[src/design/cpf_pkg.sv]
// ----------------------------------------------------------------------------
// cpf_pkg
// Shared types and constants for the collinear point filter.
// ----------------------------------------------------------------------------
package cpf_pkg;

    localparam int NUM_JOINTS = 6;
    localparam int COORD_W    = 24;
    localparam int DIFF_W     = COORD_W + 1;
    localparam int SQ_W       = 2 * COORD_W;
    localparam int UV_W       = SQ_W + 1;
    localparam int SUM_W      = SQ_W + $clog2(NUM_JOINTS);
    localparam int D_W        = SUM_W + 1;
    localparam int TAG_W      = 16;
    localparam int THR_W      = 32;
    localparam int LIM_W      = 20;
    localparam int LIM2_W     = 2 * LIM_W;
    localparam int CFG_IDX_W  = 8;
    localparam int CFG_DATA_W = 32;
    localparam int MUL_A_W    = 2 * SUM_W;
    localparam int MUL_B_W    = 64;
    localparam int DIGIT_W    = 8;
    localparam int NUM_DIGITS = MUL_B_W / DIGIT_W;
    localparam int PROD_W     = MUL_A_W + MUL_B_W;
    localparam int CMP_SHIFT  = 60;

    localparam logic signed [THR_W-1:0] COS_THRESHOLD_RESET = 32'sd1073688042;
    localparam logic [LIM_W-1:0]        ZERO_LIMIT_RESET    = 20'd1;

    typedef enum logic [CFG_IDX_W-1:0] {
        REG_COS_THRESHOLD    = 8'd0,
        REG_ZERO_LENGTH_LIMIT = 8'd1
    } cfg_reg_t;

    typedef enum logic [1:0] {
        PHASE_EMPTY  = 2'd0,
        PHASE_ANCHOR = 2'd1,
        PHASE_HELD   = 2'd2
    } phase_t;

    typedef enum logic [1:0] {
        OP_DOT_SQ = 2'd0,
        OP_PQ     = 2'd1,
        OP_THR_SQ = 2'd2,
        OP_RHS    = 2'd3
    } mul_op_t;

    typedef enum logic [3:0] {
        ST_IDLE,
        ST_START,
        ST_PROD,
        ST_SUM,
        ST_CHECK,
        ST_MUL_GO,
        ST_MUL_WAIT,
        ST_EMIT_HELD,
        ST_COMMIT,
        ST_EMIT_NEW
    } state_t;

    typedef struct packed {
        logic [SQ_W-1:0]        uu;
        logic [SQ_W-1:0]        vv;
        logic signed [UV_W-1:0] uv;
    } lane_prod_t;

    typedef struct packed {
        logic              done;
        logic [PROD_W-1:0] prod;
    } mul_res_t;

endpackage

[src/design/cpf_lane.sv]
// ----------------------------------------------------------------------------
// cpf_lane
// One joint lane: step differences and their registered products.
// ----------------------------------------------------------------------------
module cpf_lane (
    input  logic                                clk,
    input  logic signed [cpf_pkg::COORD_W-1:0]  anchor,
    input  logic signed [cpf_pkg::COORD_W-1:0]  held,
    input  logic signed [cpf_pkg::COORD_W-1:0]  cur,
    output cpf_pkg::lane_prod_t                 prod
);
    import cpf_pkg::*;

    logic signed [DIFF_W-1:0]   u;
    logic signed [DIFF_W-1:0]   v;
    logic signed [2*DIFF_W-1:0] uu_full;
    logic signed [2*DIFF_W-1:0] vv_full;
    logic signed [2*DIFF_W-1:0] uv_full;
    lane_prod_t                 prod_reg;

    always_comb
    begin
        u       = DIFF_W'(held) - DIFF_W'(anchor);
        v       = DIFF_W'(cur) - DIFF_W'(held);
        uu_full = u * u;
        vv_full = v * v;
        uv_full = u * v;
    end

    always_ff @(posedge clk)
    begin
        prod_reg.uu <= uu_full[SQ_W-1:0];
        prod_reg.vv <= vv_full[SQ_W-1:0];
        prod_reg.uv <= uv_full[UV_W-1:0];
    end

    assign prod = prod_reg;

endmodule

[config.mk]
export PLATFORM = sky130hd
export DESIGN_NAME = cpf_lane
export DESIGN_NICKNAME = d
export VERILOG_FILES = /design/src/design/cpf_pkg.sv /design/src/design/cpf_lane.sv
export SDC_FILE = /design/constraint.sdc
export NUM_CORES = 2
export LEC_CHECK = 0
export BUFFER_PORTS_ARGS = -buffer_cell sky130_fd_sc_hd__buf_2
export CORE_UTILIZATION = 45
export CTS_BUF_LIST = sky130_fd_sc_hd__clkbuf_4 sky130_fd_sc_hd__clkbuf_8
export CTS_CLUSTER_SIZE = 10
export DETAILED_ROUTE_END_ITERATION = 16
export PLACE_DENSITY = 0.58
export SYNTH_ARGS = -nofsm -noshare
export SYNTH_HDL_FRONTEND = slang
export SYNTH_SLANG_ARGS = --single-unit
export TNS_END_PERCENT = 10
[constraint.sdc]
create_clock -name clk -period 13.6 [get_ports clk]
set_input_delay 1.36 -clock clk [delete_from_list [all_inputs] [get_ports clk]]
set_output_delay 1.36 -clock clk [all_outputs]
set_load 0.01 [all_outputs]
==> flow_metrics.env <==
export IMPL_fin_tns_setup_ns=0
export IMPL_initial_core_util_pct=45.5
export IMPL_largest_reg_flops=143
export IMPL_grt_antenna_before_repair=9
export IMPL_cts_clk_slew_worst_paths_ns=0.13
export IMPL_core_area_sq_um=144000
export IMPL_antenna_left=0
export IMPL_cp_arrival_ns=12.97
export IMPL_final_cells=8974
export IMPL_highest_layer="met5"
export IMPL_areaGrowthSynthToFinish_pct=6.05
export IMPL_postSynthAreaPerCell_sq_um=9.39
export IMPL_seq_area_frac_synth_pct=4.36
export IMPL_crit_required_ns=14.23
export IMPL_worstMarginPinSlew_ns=1.33
export IMPL_cts_path_max_buffers=2
export IMPL_status="finished, final reports clean"
export IMPL_grt_max_degree=54
export IMPL_period_needed_ns=12.35
export IMPL_drt_initial_drc_count=3146
export IMPL_routed_wl_um=185000
export IMPL_ys_async_sr_fraction_pct=0
export IMPL_cts_sinks=143
export IMPL_final_common_cell="inv_1"
export IMPL_final_cell_mix="inv_1, fa_1, nand2_1, nor2_1, ha_1"
export IMPL_cts_resized=0
export IMPL_rows=139
export IMPL_vias_per_cell=5.22
export IMPL_track_usage_pct=26.6
export IMPL_synth_edf_count=0
export IMPL_path_max_fanout=29
export IMPL_synth_cell_types=81
export IMPL_route_vias_total=46800
export IMPL_worst_setup_path_start_kind="primary input"
export IMPL_report_final_hold_viol_count=0
export IMPL_path_common_cell="fa_1"
export IMPL_portBuffers=215
export IMPL_numCtsBuffers=17
export IMPL_fillers=13800
export IMPL_fin_util_pct=48.2
export IMPL_wl_met3_um=12500
export IMPL_firstDrtPassIters=8
export IMPL_cts_htree_levels=4
export IMPL_worst_hold_path_type="primary input to flip-flop"
export IMPL_dp_cells=8940
export IMPL_grt_pass1_vias=52000
export IMPL_drc_errors=0
export IMPL_nNetsFinal=9429
export IMPL_wl_met2_um=93700
export IMPL_worst_slew_margin_rel_pct=10.2
export IMPL_ioPinCount=218
export IMPL_syn_inst=6982
export IMPL_wl_met1_um=71100
export IMPL_cap_violations=0
export IMPL_die_width_um=384
export IMPL_wl_per_cell_um=20.6
export IMPL_layout_drive_gt1_share_pct=6.04
export IMPL_dominantRegCellSynth="dfxtp_1"
export IMPL_dp_hpwl_um=146000
export IMPL_max_stage_delay_ns=1.16
export IMPL_place_congestion=0.896
export IMPL_rsz0062_at_grt="false"
export IMPL_tritoncts="yes"
export IMPL_holdWs_ns=1.51
export IMPL_post_cts_setup_buffers=0
export IMPL_yosysWarnings=0
export IMPL_drv_slew=0
export IMPL_netlist_area_sq_um=65600
export IMPL_critPathCaptureType="flip-flop"
export IMPL_grt_overflow=0
export IMPL_cts_hold_buf=0
export IMPL_crit_type="primary input to flip-flop"
export IMPL_root_buffer="clkbuf_8"
export IMPL_grt_pass1_wl_um=295000
export IMPL_synth_seq_cells=143
export IMPL_die_area_sq_um=147000
export IMPL_fin_crit_sh_pct=90.8
export IMPL_finalSetupViolCount=0
export IMPL_clock_fmax_ghz=0.0810
export IMPL_die_h_um=384
export IMPL_worst_path_max_delay_cell="o311ai_0"
final cells by class:
type                    instances  area (sq um)  area share (%)
clock inverters                15           170           0.245
flip-flops and latches        143          2860            4.12
multi-input cells            4688         55000            79.0
repair buffers                314          1820            2.62
inverters                    1892          7100            10.2
clock buffers                  17           234           0.336
well taps                    1903          2380            3.42
diodes                          2          5.00         0.00720
kinds of logic after synthesis:
kind of cell,after synthesis,synth area share (%)
flip-flops,143,4.37
AND/OR/NAND/NOR,1665,10.3
other,1,0.00572
multiplexers,2,0.0324
adder cells (fa/ha/maj),2300,64.9
AO/OA/AOI/OAI,495,4.97
XOR/XNOR,224,3.01
buffers and inverters,2152,12.4
routing by layer:
metal	up-vias	global-route usage [%]
met5	-	0
met2	1554	45.9
met4	6	9.88
met3	378	4.36
met1	24600	33.6
li1	20300	-
metrics by stage:
step	instance area (sq um)	setup WS, ns
3_3_place_gp	69100	0.798
2_1_floorplan	65600	3.17
5_1_grt	69600	0.740
3_5_place_dp	69100	0.661
4_1_cts	69500	1.43
6_report	69600	1.25
cells in the mapped netlist (all sizes together), types with 13 or more instances:
| cell type | instances | area [sq um] |
|---|---|---|
| o21a | 28 | 210 |
| ha | 463 | 5790 |
| buf | 33 | 156 |
| and3 | 19 | 119 |
| xor2 | 66 | 578 |
| nand3 | 36 | 180 |
| a31oi | 13 | 87.6 |
| nor2 | 674 | 2530 |
| nor3 | 24 | 120 |
| inv | 1876 | 7040 |
| nand2 | 764 | 2870 |
| xnor2 | 158 | 1400 |
| nor2b | 27 | 169 |
| o21ai | 93 | 469 |
| clkbuf | 227 | 852 |
| fa | 1837 | 36800 |
| o211ai | 14 | 105 |
| dfxtp | 143 | 2860 |
| nand2b | 59 | 369 |
| a21o | 98 | 736 |
| o21bai | 23 | 173 |
| clkinv | 16 | 60.1 |
| nand4 | 13 | 81.3 |
| a21oi | 144 | 724 |
worst max-delay path, delay by kind of cell:
kind / cells / cell delay [ns]
AO/OA/AOI/OAI: 13 / 4.38
XOR/XNOR: 3 / 0.41
adder cells (fa/ha/maj): 10 / 4.13
buffers and inverters: 9 / 1.77
AND/OR/NAND/NOR: 4 / 0.91
final timing paths:
kind | startpoint | endpoint | cells past startpoint
worst max-delay path | held[0] | prod[48] | 39
worst min-delay path | anchor[1] | prod[1] | 4
Power is not shown: default switching activity piles up to over one toggle a cycle in this logic, so the estimate is an artifact.
