**config.mk**
```make
export PLATFORM = sky130hd
export DESIGN_NAME = cpf_merge
export DESIGN_NICKNAME = d
export VERILOG_FILES = /design/src/design/cpf_pkg.sv /design/src/design/cpf_merge.sv
export SDC_FILE = /design/constraint.sdc
export NUM_CORES = 1
export LEC_CHECK = 0
export CAP_MARGIN = 20
export CORE_AREA = 2 2 396 398
export CTS_BUF_LIST = sky130_fd_sc_hd__clkbuf_8
export DETAILED_ROUTE_END_ITERATION = 16
export DIE_AREA = 0 0 398 400
export DONT_BUFFER_PORTS = 1
export SLEW_MARGIN = 20
export SYNTH_ARGS = -nofsm -noshare
export SYNTH_HDL_FRONTEND = slang
export SYNTH_SLANG_ARGS = --single-unit
```
**constraint.sdc**
```tcl
create_clock -name clk -period 12.65 [get_ports clk]
set_input_delay 1.8975 -clock clk [delete_from_list [all_inputs] [get_ports clk]]
set_output_delay 1.8975 -clock clk [all_outputs]
set_load 0.03 [all_outputs]
```
**src/design/cpf_pkg.sv**
```systemverilog
// ----------------------------------------------------------------------------
// cpf_pkg
// Shared types and constants for the collinear point filter.
// ----------------------------------------------------------------------------
package cpf_pkg;

    localparam int NUM_JOINTS = 6;
    localparam int COORD_W    = 24;
    localparam int DIFF_W     = COORD_W + 1;
    localparam int SQ_W       = 2 * COORD_W;
    localparam int UV_W       = SQ_W + 1;
    localparam int SUM_W      = SQ_W + $clog2(NUM_JOINTS);
    localparam int D_W        = SUM_W + 1;
    localparam int TAG_W      = 16;
    localparam int THR_W      = 32;
    localparam int LIM_W      = 20;
    localparam int LIM2_W     = 2 * LIM_W;
    localparam int CFG_IDX_W  = 8;
    localparam int CFG_DATA_W = 32;
    localparam int MUL_A_W    = 2 * SUM_W;
    localparam int MUL_B_W    = 64;
    localparam int DIGIT_W    = 8;
    localparam int NUM_DIGITS = MUL_B_W / DIGIT_W;
    localparam int PROD_W     = MUL_A_W + MUL_B_W;
    localparam int CMP_SHIFT  = 60;

    localparam logic signed [THR_W-1:0] COS_THRESHOLD_RESET = 32'sd1073688042;
    localparam logic [LIM_W-1:0]        ZERO_LIMIT_RESET    = 20'd1;

    typedef enum logic [CFG_IDX_W-1:0] {
        REG_COS_THRESHOLD    = 8'd0,
        REG_ZERO_LENGTH_LIMIT = 8'd1
    } cfg_reg_t;

    typedef enum logic [1:0] {
        PHASE_EMPTY  = 2'd0,
        PHASE_ANCHOR = 2'd1,
        PHASE_HELD   = 2'd2
    } phase_t;

    typedef enum logic [1:0] {
        OP_DOT_SQ = 2'd0,
        OP_PQ     = 2'd1,
        OP_THR_SQ = 2'd2,
        OP_RHS    = 2'd3
    } mul_op_t;

    typedef enum logic [3:0] {
        ST_IDLE,
        ST_START,
        ST_PROD,
        ST_SUM,
        ST_CHECK,
        ST_MUL_GO,
        ST_MUL_WAIT,
        ST_EMIT_HELD,
        ST_COMMIT,
        ST_EMIT_NEW
    } state_t;

    typedef struct packed {
        logic [SQ_W-1:0]        uu;
        logic [SQ_W-1:0]        vv;
        logic signed [UV_W-1:0] uv;
    } lane_prod_t;

    typedef struct packed {
        logic              done;
        logic [PROD_W-1:0] prod;
    } mul_res_t;

endpackage

```
**src/design/cpf_merge.sv**
```systemverilog
// ----------------------------------------------------------------------------
// cpf_merge
// Sums the lane products into the two squared step lengths and the dot product.
// ----------------------------------------------------------------------------
module cpf_merge (
    input  logic                              clk,
    input  cpf_pkg::lane_prod_t               prods [cpf_pkg::NUM_JOINTS],
    output logic [cpf_pkg::SUM_W-1:0]         p_sum,
    output logic [cpf_pkg::SUM_W-1:0]         q_sum,
    output logic signed [cpf_pkg::D_W-1:0]    d_sum
);
    import cpf_pkg::*;

    logic [SUM_W-1:0]        p_next;
    logic [SUM_W-1:0]        q_next;
    logic signed [D_W-1:0]   d_next;
    logic [SUM_W-1:0]        p_reg;
    logic [SUM_W-1:0]        q_reg;
    logic signed [D_W-1:0]   d_reg;

    always_comb
    begin
        p_next = '0;
        q_next = '0;
        d_next = '0;
        for (int k = 0; k < NUM_JOINTS; k++)
        begin
            p_next = p_next + SUM_W'(prods[k].uu);
            q_next = q_next + SUM_W'(prods[k].vv);
            d_next = d_next + D_W'(prods[k].uv);
        end
    end

    always_ff @(posedge clk)
    begin
        p_reg <= p_next;
        q_reg <= q_next;
        d_reg <= d_next;
    end

    assign p_sum = p_reg;
    assign q_sum = q_reg;
    assign d_sum = d_reg;

endmodule

```
==> flow_summary_export.csv <==
group,metric,value,unit
outcome,outcome,"finished, final reports clean",
route,ant_nets,0,
critical_path,critPathMostFrequentCell,"inv_1",
timing,hold_viol,0,
timing,fin_crit_sh,52.8,%
logic_synthesis,seq_area_frac_synth,11.1,%
timing,maxSlewHeadroom,19.2,%
final_layout,drive_above_1_share,1.93,%
global_routing,grt_pass1_vias,22300,
place,place_congestion,1.04,
route,dr.pass1.iters,5,
power,total_power,8320,uW
logic_synthesis,synth.avg_cell_area,8.60,um2
worst_hold_path,holdCritPathClass,"in2reg",
place,portBuffers,0,
cts,ctsHoldBuffers,0,
place,dp_hpwl,108,mm
logic_synthesis,ys_ff_latch,154,
cts,cts_setup_buffers,0,
global_routing,antenna_found_initial,17,
global_routing,grt_util_all_layers,14.5,%
route,via_per_inst,3.92,
timing,drv_slew,0,
power,ir_drop,89.4,uV
critical_path,critPathCaptureType,"flip-flop",
route,wirelength,117,mm
floorplanning,core,155000,um2
logic_synthesis,ys_types,76,
logic_synthesis,syn_area,27800,um2
logic_synthesis,synth_warnings,0,
final_layout,n_fill_cell,17400,
final_layout,syn_to_final_growth,10.2,%
floorplanning,dieArea,159000,um2
route,avgRoutedWirePerCell,22.2,um
global_routing,grt_pass1_wl,160,mm
critical_path,critical_path_class,"in2reg",
timing,fmax,150,MHz
power,powerDensity,272,nW/um2
logic_synthesis,synth_edf_count,0,
final_layout,most-common-layout-cells,"inv_1 (1,334), fa_1 (582), a21oi_1 (160)",
floorplanning,die_y,400,um
floorplanning,start_util,17.9,%
logic_synthesis,ys_dominant_reg_cell,"dfxtp_1",
cts,h-tree-depth,4,
critical_path,crit_path_max_fanout,6,
cts,cts_sinks,154,
timing,tns,0,ns
cts,worst_setup_hold_path_clk_slew,0.11,ns
critical_path,cp-start-kind,"input port",
critical_path,crit_slowest_cell,"a211oi_1",
cts,cts_buffer_depth,2,
timing,worst_pin_slew,1.20,ns
critical_path,crit_required,13.20,ns
global_routing,grt-ovfl-total,0,
critical_path,cp.arrival,7.23,ns
power,leakagePower,0.0163,uW
route,drt_iter0_markers,1347,
floorplanning,die-width,398,um
critical_path,slowest_delay,1.02,ns
final_layout,final_common_cell,"inv_1",
cts,cts_tree,"built",
route,vias,20700,
run,maxCapViolCount,0,
final_layout,final_nets,4801,
floorplanning,io_pins,1025,
cts,cts_resized,0,
timing,setup_viol,0,
cts,cts_buffers,17,
logic_synthesis,syn_nets,4827,
timing,rsz0062_at_grt,"no",
timing,period_minus_slack,6.68,ns
cts,cts-root-buf,"clkbuf_8",
route,drc,0,
critical_path,path_cells,"inv_1, fa_1, inv_1, fa_1, inv_1, fa_1, inv_1, ha_1, nand2_1, a211oi_1, o41ai_2, o221ai_1, a21oi_1, o41ai_1, xor2_1",
logic_synthesis,synthArstFlopShare,0,%
floorplanning,num_rows,145,
global_routing,grt_max_degree,17,
logic_synthesis,syn_inst,3228,
registers in the layout (all words and copies together), names as in the netlist:
| name | cells |
|---|---|
| q_sum | 51 |
| d_sum | 52 |
| p_sum | 51 |
critical path: cells and delay by family:
kind                       cells  cell delay (ns)
buffers and inverters          4             0.24
xor gates and xnor gates       1             0.16
adders and majority gates      4             2.15
AOI/OAI and AO/OA              5             2.43
and+or+nand+nor                1             0.31
layer usage:
metal | GRT usage, % | wire length (um) | up-vias
met5 | 0 | 12 | -
met4 | 4.76 | 3560 | 2
met3 | 3.73 | 7870 | 84
met2 | 23.3 | 54600 | 847
met1 | 19.0 | 51100 | 10500
li1 | - | - | 9297
metrics by stage:
step / hold slack [ns] / setup WS, ns / utilization (%) / area [um2] / cells
4_1_cts: 1.44 / 6.01 / 19.7 / 30500 / 5273
6_report: 1.58 / 5.97 / 19.7 / 30600 / 5286
2_1_floorplan: 2.18 / 6.66 / - / 27800 / 3228
3_3_place_gp: 2.21 / 5.24 / 19.4 / 30200 / 5241
5_1_grt: 1.48 / 5.90 / 19.7 / 30600 / 5279
3_5_place_dp: 2.19 / 5.25 / 19.4 / 30200 / 5241
logic make-up (layout without fill, tap and decap cells):
group / count (synthesis) / count (layout) / synth area share, %
AOI/OAI and AO/OA: 481 / 481 / 11.2
xor gates and xnor gates: 131 / 131 / 4.13
adders and majority gates: 728 / 728 / 48.6
buffers and inverters: 1381 / 1368 / 18.7
DFF: 154 / 154 / 11.1
muxes: 1 / 1 / 0.0361
other: 0 / 13 / 0
and+or+nand+nor: 352 / 352 / 6.22
where the power goes:
group | switching, uW | internal (uW) | leakage, uW | total [uW]
combinational | 3930 | 2320 | 0.0148 | 6250
clock | 287 | 165 | 0.000189 | 452
sequential | 789 | 830 | 0.00130 | 1620
total | 5010 | 3310 | 0.0163 | 8320
path summary, 6_finish.rpt:
| check | start | end | slack [ns] | cells past startpoint |
|---|---|---|---|---|
| max | prods[65] | q_sum[49]$_DFF_P_ | 5.97 | 15 |
| min | prods[339] | q_sum[0]$_DFF_P_ | 1.58 | 2 |
synthesized netlist by cell type (5+ instances only):
cell type	number	share of area (%)
a211oi_1	14	0.38
a21o_1	62	1.7
a21oi_1	160	2.9
a221oi_1	6	0.19
a31oi_1	26	0.59
and2_1	11	0.25
and3_1	26	0.59
clkbuf_1	40	0.54
dfxtp_1	154	11
fa_1	582	42
ha_1	146	6.6
inv_1	1334	18
nand2_1	103	1.4
nand2b_1	12	0.27
nand3_1	32	0.58
nand4_1	37	0.83
nor2_1	70	0.95
nor2b_1	14	0.32
nor3_1	19	0.34
nor4_1	6	0.14
o2111ai_1	5	0.16
o211ai_1	8	0.22
o21a_1	17	0.46
o21ai_0	79	1.4
o21ai_1	15	0.27
o21bai_1	24	0.65
o31ai_1	8	0.22
o41ai_1	6	0.19
or2_2	6	0.14
or3_1	5	0.11
xnor2_1	80	2.5
xor2_1	51	1.6
final cells by class:
| class | instances | area, um2 | area share, % |
|---|---|---|---|
| repair buffers | 2 | 15.0 | 0.0491 |
| well taps | 2058 | 2570 | 8.42 |
| multi-input cells | 1693 | 19500 | 63.7 |
| clock inverters | 14 | 135 | 0.442 |
| clock buffers | 18 | 248 | 0.810 |
| flip-flops and latches | 154 | 3080 | 10.1 |
| diodes | 13 | 32.5 | 0.106 |
| inverters | 1334 | 5010 | 16.4 |
No activity file was read; power rests on OpenSTA's default activity.
