[config.mk]
export PLATFORM = sky130hd
export DESIGN_NAME = cpf_mul_seq
export DESIGN_NICKNAME = d
export VERILOG_FILES = /design/src/design/cpf_pkg.sv /design/src/design/cpf_mul_seq.sv
export SDC_FILE = /design/constraint.sdc
export NUM_CORES = 2
export LEC_CHECK = 0
export BUFFER_PORTS_ARGS = -buffer_cell sky130_fd_sc_hd__buf_4
export CAP_MARGIN = 20
export CORE_ASPECT_RATIO = 0.7
export CORE_MARGIN = 1
export CORE_UTILIZATION = 25
export CTS_CLUSTER_SIZE = 25
export DETAILED_ROUTE_END_ITERATION = 7
export PLACE_DENSITY = 0.41
export SKIP_CTS_REPAIR_TIMING = 1
export SYNTH_ARGS = -nofsm -noshare
export SYNTH_HDL_FRONTEND = slang
export SYNTH_SLANG_ARGS = --single-unit
[constraint.sdc]
create_clock -name clk -period 9.98 [get_ports clk]
set_input_delay 1.996 -clock clk [delete_from_list [all_inputs] [get_ports clk]]
set_output_delay 1.996 -clock clk [all_outputs]
set_load 0.05 [all_outputs]
[src/design/cpf_pkg.sv]
// ----------------------------------------------------------------------------
// cpf_pkg
// Shared types and constants for the collinear point filter.
// ----------------------------------------------------------------------------
package cpf_pkg;

    localparam int NUM_JOINTS = 6;
    localparam int COORD_W    = 24;
    localparam int DIFF_W     = COORD_W + 1;
    localparam int SQ_W       = 2 * COORD_W;
    localparam int UV_W       = SQ_W + 1;
    localparam int SUM_W      = SQ_W + $clog2(NUM_JOINTS);
    localparam int D_W        = SUM_W + 1;
    localparam int TAG_W      = 16;
    localparam int THR_W      = 32;
    localparam int LIM_W      = 20;
    localparam int LIM2_W     = 2 * LIM_W;
    localparam int CFG_IDX_W  = 8;
    localparam int CFG_DATA_W = 32;
    localparam int MUL_A_W    = 2 * SUM_W;
    localparam int MUL_B_W    = 64;
    localparam int DIGIT_W    = 8;
    localparam int NUM_DIGITS = MUL_B_W / DIGIT_W;
    localparam int PROD_W     = MUL_A_W + MUL_B_W;
    localparam int CMP_SHIFT  = 60;

    localparam logic signed [THR_W-1:0] COS_THRESHOLD_RESET = 32'sd1073688042;
    localparam logic [LIM_W-1:0]        ZERO_LIMIT_RESET    = 20'd1;

    typedef enum logic [CFG_IDX_W-1:0] {
        REG_COS_THRESHOLD    = 8'd0,
        REG_ZERO_LENGTH_LIMIT = 8'd1
    } cfg_reg_t;

    typedef enum logic [1:0] {
        PHASE_EMPTY  = 2'd0,
        PHASE_ANCHOR = 2'd1,
        PHASE_HELD   = 2'd2
    } phase_t;

    typedef enum logic [1:0] {
        OP_DOT_SQ = 2'd0,
        OP_PQ     = 2'd1,
        OP_THR_SQ = 2'd2,
        OP_RHS    = 2'd3
    } mul_op_t;

    typedef enum logic [3:0] {
        ST_IDLE,
        ST_START,
        ST_PROD,
        ST_SUM,
        ST_CHECK,
        ST_MUL_GO,
        ST_MUL_WAIT,
        ST_EMIT_HELD,
        ST_COMMIT,
        ST_EMIT_NEW
    } state_t;

    typedef struct packed {
        logic [SQ_W-1:0]        uu;
        logic [SQ_W-1:0]        vv;
        logic signed [UV_W-1:0] uv;
    } lane_prod_t;

    typedef struct packed {
        logic              done;
        logic [PROD_W-1:0] prod;
    } mul_res_t;

endpackage

[src/design/cpf_mul_seq.sv]
// ----------------------------------------------------------------------------
// cpf_mul_seq
// Digit-serial unsigned multiplier, one 8-bit digit of the multiplier a cycle.
// ----------------------------------------------------------------------------
module cpf_mul_seq (
    input  logic                          clk,
    input  logic                          rst_n,
    input  logic                          start,
    input  logic [cpf_pkg::MUL_A_W-1:0]   a,
    input  logic [cpf_pkg::MUL_B_W-1:0]   b,
    output cpf_pkg::mul_res_t             res
);
    import cpf_pkg::*;

    localparam int CNT_W = $clog2(NUM_DIGITS);

    logic [MUL_A_W-1:0]         a_reg;
    logic [MUL_B_W-1:0]         b_reg;
    logic [PROD_W-1:0]          acc_reg;
    logic [PROD_W-1:0]          acc_next;
    logic [CNT_W-1:0]           cnt_reg;
    logic                       run_reg;
    logic                       done_reg;
    logic [MUL_A_W+DIGIT_W-1:0] partial;

    always_comb
    begin
        partial  = a_reg * b_reg[MUL_B_W-1 -: DIGIT_W];
        acc_next = (acc_reg << DIGIT_W) + PROD_W'(partial);
    end

    always_ff @(posedge clk or negedge rst_n)
    begin
        if (!rst_n)
        begin
            run_reg  <= 1'b0;
            done_reg <= 1'b0;
            cnt_reg  <= '0;
        end
        else
        begin
            done_reg <= 1'b0;
            if (start)
            begin
                run_reg <= 1'b1;
                cnt_reg <= '0;
            end
            else if (run_reg)
            begin
                cnt_reg <= cnt_reg + 1'b1;
                if (cnt_reg == CNT_W'(NUM_DIGITS - 1))
                begin
                    run_reg  <= 1'b0;
                    done_reg <= 1'b1;
                end
            end
        end
    end

    always_ff @(posedge clk)
    begin
        if (start)
        begin
            a_reg   <= a;
            b_reg   <= b;
            acc_reg <= '0;
        end
        else if (run_reg)
        begin
            b_reg   <= b_reg << DIGIT_W;
            acc_reg <= acc_next;
        end
    end

    assign res.done = done_reg;
    assign res.prod = acc_reg;

endmodule

==> flow_metrics.env <==
export IMPL_holdPathEnd="acc_reg[158]$_SDFFE_PP0P_"
export IMPL_syn_inst=4432
export IMPL_seq_area_um2=8437
export IMPL_final_cells=6899
export IMPL_r2r_start="b_reg[57]$_DFFE_PP_"
export IMPL_vias_per_cell=4.600
export IMPL_io_pins=336
export IMPL_synth_distinct_cells=82
export IMPL_dpl_hpwl_mm=122.4
export IMPL_final_nets=5644
export IMPL_numCtsBuffers=45
export IMPL_critPathKind="flip-flop to flip-flop"
export IMPL_core_area_um2=165800
export IMPL_fin_skew_ns=0.06204
export IMPL_grt_pass1_wl_mm=232.6
export IMPL_fp_dieH_um=343.9
export IMPL_hold_viol=0
export IMPL_routed_wl_mm=156.7
export IMPL_rrSetupSlack_ns=1.87
export IMPL_drc=0
export IMPL_first_pass_iters=7
export IMPL_drive_gt1_frac=0.1124
export IMPL_cts_sinks=337
export IMPL_io_buffer_count=335
export IMPL_rows=125
export IMPL_multiInputGateArea_um2=29770
export IMPL_final_min_clock_period_ns=8.110
export IMPL_grt_pass1_vias=32810
export IMPL_area_growth_synth_to_final_pct=15.32
export IMPL_cts_htree_levels=2
export IMPL_routedWlPerCell_um=22.72
export IMPL_dp_slack_ns=1.856
export IMPL_drv_slew=0
export IMPL_nFillCells=17740
export IMPL_track_usage=0.1867
export IMPL_hold_path_depth=2
export IMPL_min_from="acc_reg[158]$_SDFFE_PP0P_"
export IMPL_gp_congestion=0.9068
export IMPL_syn_num_nets=5442
export IMPL_synth_seq_cells=337
export IMPL_crit_fanout=26
export IMPL_r2r_end="acc_reg[165]$_SDFFE_PP0P_"
export IMPL_setup_viol=0
export IMPL_drt_iter0_markers=2244
export IMPL_gr_total_overflow=0
export IMPL_grt_max_degree=103
export IMPL_fmax_ghz=0.1233
export IMPL_worstSetupStartpointType="flip-flop"
export IMPL_grt_antenna_before_repair=12
export IMPL_antenna_left=0
export IMPL_rsz0062_at_grt="false"
export IMPL_required_ns=10.54
export IMPL_synth_edff_count=166
export IMPL_clock_latency_ns=0.68
export IMPL_largest_reg_flops=166
export IMPL_cts_tree="built"
export IMPL_async_reset_ff_frac=0.01484
export IMPL_synth_ff_type="edfxtp_1"
export IMPL_dieWidth_um=490.4
export IMPL_fin_ws_ns=1.870
export IMPL_cp_arrival_ns=8.67
export IMPL_avgSynthCellArea_um2=9.418
export IMPL_reg2reg_depth=20
export IMPL_holdCritPathClass="flip-flop to flip-flop"
export IMPL_clk_path_buf_depth=3
export IMPL_slew_headroom=0.3291
export IMPL_dp_cells=6809
export IMPL_initial_utilization=0.2518
export IMPL_worst_pin_slew_ns=1.006
export IMPL_die_area_um2=168600
export IMPL_maxCapViolCount=0
export IMPL_synth_area_um2=41740
export IMPL_tns_ns=0
export IMPL_cp_end_kind="flip-flop"
export IMPL_clkTransAtPathRegs_ns=0.07
export IMPL_cts_root_buf="clkbuf_16"
export IMPL_vias=31740
export IMPL_synth_seq_area_share=0.2020
export IMPL_yosysWarnings=0
export IMPL_period_share=0.8126
export IMPL_outcome="completed"
==> cell usage after synthesis (all sizes together) (25+ instances only) <==
cell type | number | share of area
nor3 | 31 | 0.0038
mux2i | 68 | 0.016
nor2 | 189 | 0.017
a21o | 56 | 0.010
inv | 730 | 0.066
mux2 | 58 | 0.016
nand3 | 48 | 0.0058
and3 | 25 | 0.0037
o21ai | 131 | 0.016
nand4 | 72 | 0.011
ha | 140 | 0.042
clkbuf | 185 | 0.017
xor2 | 60 | 0.013
dfxtp | 166 | 0.080
fa | 701 | 0.34
edfxtp | 166 | 0.12
a211oi | 35 | 0.0064
o21bai | 32 | 0.0058
nor4 | 26 | 0.0045
nand2 | 405 | 0.036
and2 | 609 | 0.091
o22ai | 27 | 0.0040
a21oi | 177 | 0.021
xnor2 | 91 | 0.019
==> cells in the final DEF (no fill, tap or decap), drive strengths merged, types with 27 or more instances in the layout <==
cell type and count:
a21oi 177, inv 733, buf 363, nor2 189
nand4 72, nand3 48, ha 140, nand2 405
nor3 31, dfxtp 166, o21ai 131, fa 701
xnor2 91, xor2 60, o21bai 32, edfxtp 166
a211oi 35, clkbuf 58, mux2i 68, mux2 58
and2 609, a21o 56, o22ai 27
==> final cells by class <==
| type | instances | area share |
|---|---|---|
| Sequential cell | 337 | 0.1753 |
| Tap cell | 2222 | 0.05775 |
| Inverter | 731 | 0.05705 |
| Timing Repair Buffer | 363 | 0.05884 |
| Clock inverter | 26 | 0.006212 |
| Clock buffer | 58 | 0.02612 |
| Multi-Input combinational cell | 3156 | 0.6184 |
| Antenna cell | 6 | 0.0003119 |
==> how the worst max path moves through the flow <==
stage	to	slack [ns]	depth (start not counted)	from
2_1_floorplan	acc_reg[153]$_SDFFE_PP0P_	3.77	23	b_reg[56]$_DFFE_PP_
3_3_place_gp	acc_reg[165]$_SDFFE_PP0P_	1.28	20	b_reg[57]$_DFFE_PP_
3_5_place_dp	acc_reg[165]$_SDFFE_PP0P_	1.86	20	b_reg[57]$_DFFE_PP_
4_1_cts	acc_reg[165]$_SDFFE_PP0P_	1.83	20	b_reg[57]$_DFFE_PP_
5_1_grt	acc_reg[165]$_SDFFE_PP0P_	1.36	20	b_reg[57]$_DFFE_PP_
6_report	acc_reg[165]$_SDFFE_PP0P_	1.87	20	b_reg[57]$_DFFE_PP_
==> logic make-up (layout without fill, tap and decap cells) <==
family	after synthesis	count (layout)	synth area share
buffers and inverters	939	1178	0.08549
AO/OA/AOI/OAI	572	572	0.08606
flip-flops	337	337	0.2020
other	0	6	0
AND/OR/NAND/NOR	1466	1466	0.1846
adder cells (fa/ha/maj)	841	841	0.3782
XOR/XNOR	151	151	0.03168
multiplexers	126	126	0.03195
==> routing by layer <==
| layer | up-vias | part of all wire | routed length, µm | global-route usage |
|---|---|---|---|---|
| li1 | 14470 | - | - | - |
| met1 | 16300 | 0.50 | 78850 | 0.2848 |
| met2 | 832 | 0.41 | 64120 | 0.2659 |
| met3 | 133 | 0.066 | 10370 | 0.03945 |
| met4 | 2 | 0.022 | 3384 | 0.04009 |
| met5 | - | 0.000083 | 13 | 0 |
==> worst max-delay path: stages (launching register included) <==
cell,delay [ns]
edfxtp_1,0.97
buf_12,0.27
buf_4,0.21
nand2_1,0.08
fa_1,0.50
inv_1,0.05
fa_1,0.48
fa_1,0.56
fa_1,0.46
ha_1,0.48
a21oi_1,0.16
o21ai_0,0.32
a21oi_1,0.11
o31ai_1,0.61
o21ai_0,0.44
a2111oi_2,0.81
nor3_2,0.30
a2111oi_4,0.60
nand3_1,0.18
xor2_1,0.17
a211oi_1,0.21
==> through the flow <==
stage | hold slack, ns | cell area (µm²) | utilization
after floorplan | 0.4906 | 41740 | -
after global placement | 0.4652 | 46560 | 0.2809
after detailed placement | 0.4735 | 46570 | 0.2809
after CTS | 0.4822 | 48120 | 0.2903
after global routing | 0.5075 | 48130 | 0.2903
final | 0.4746 | 48140 | 0.2904
Power is not shown: default switching activity piles up to over one toggle a cycle in this logic, so the estimate is an artifact.
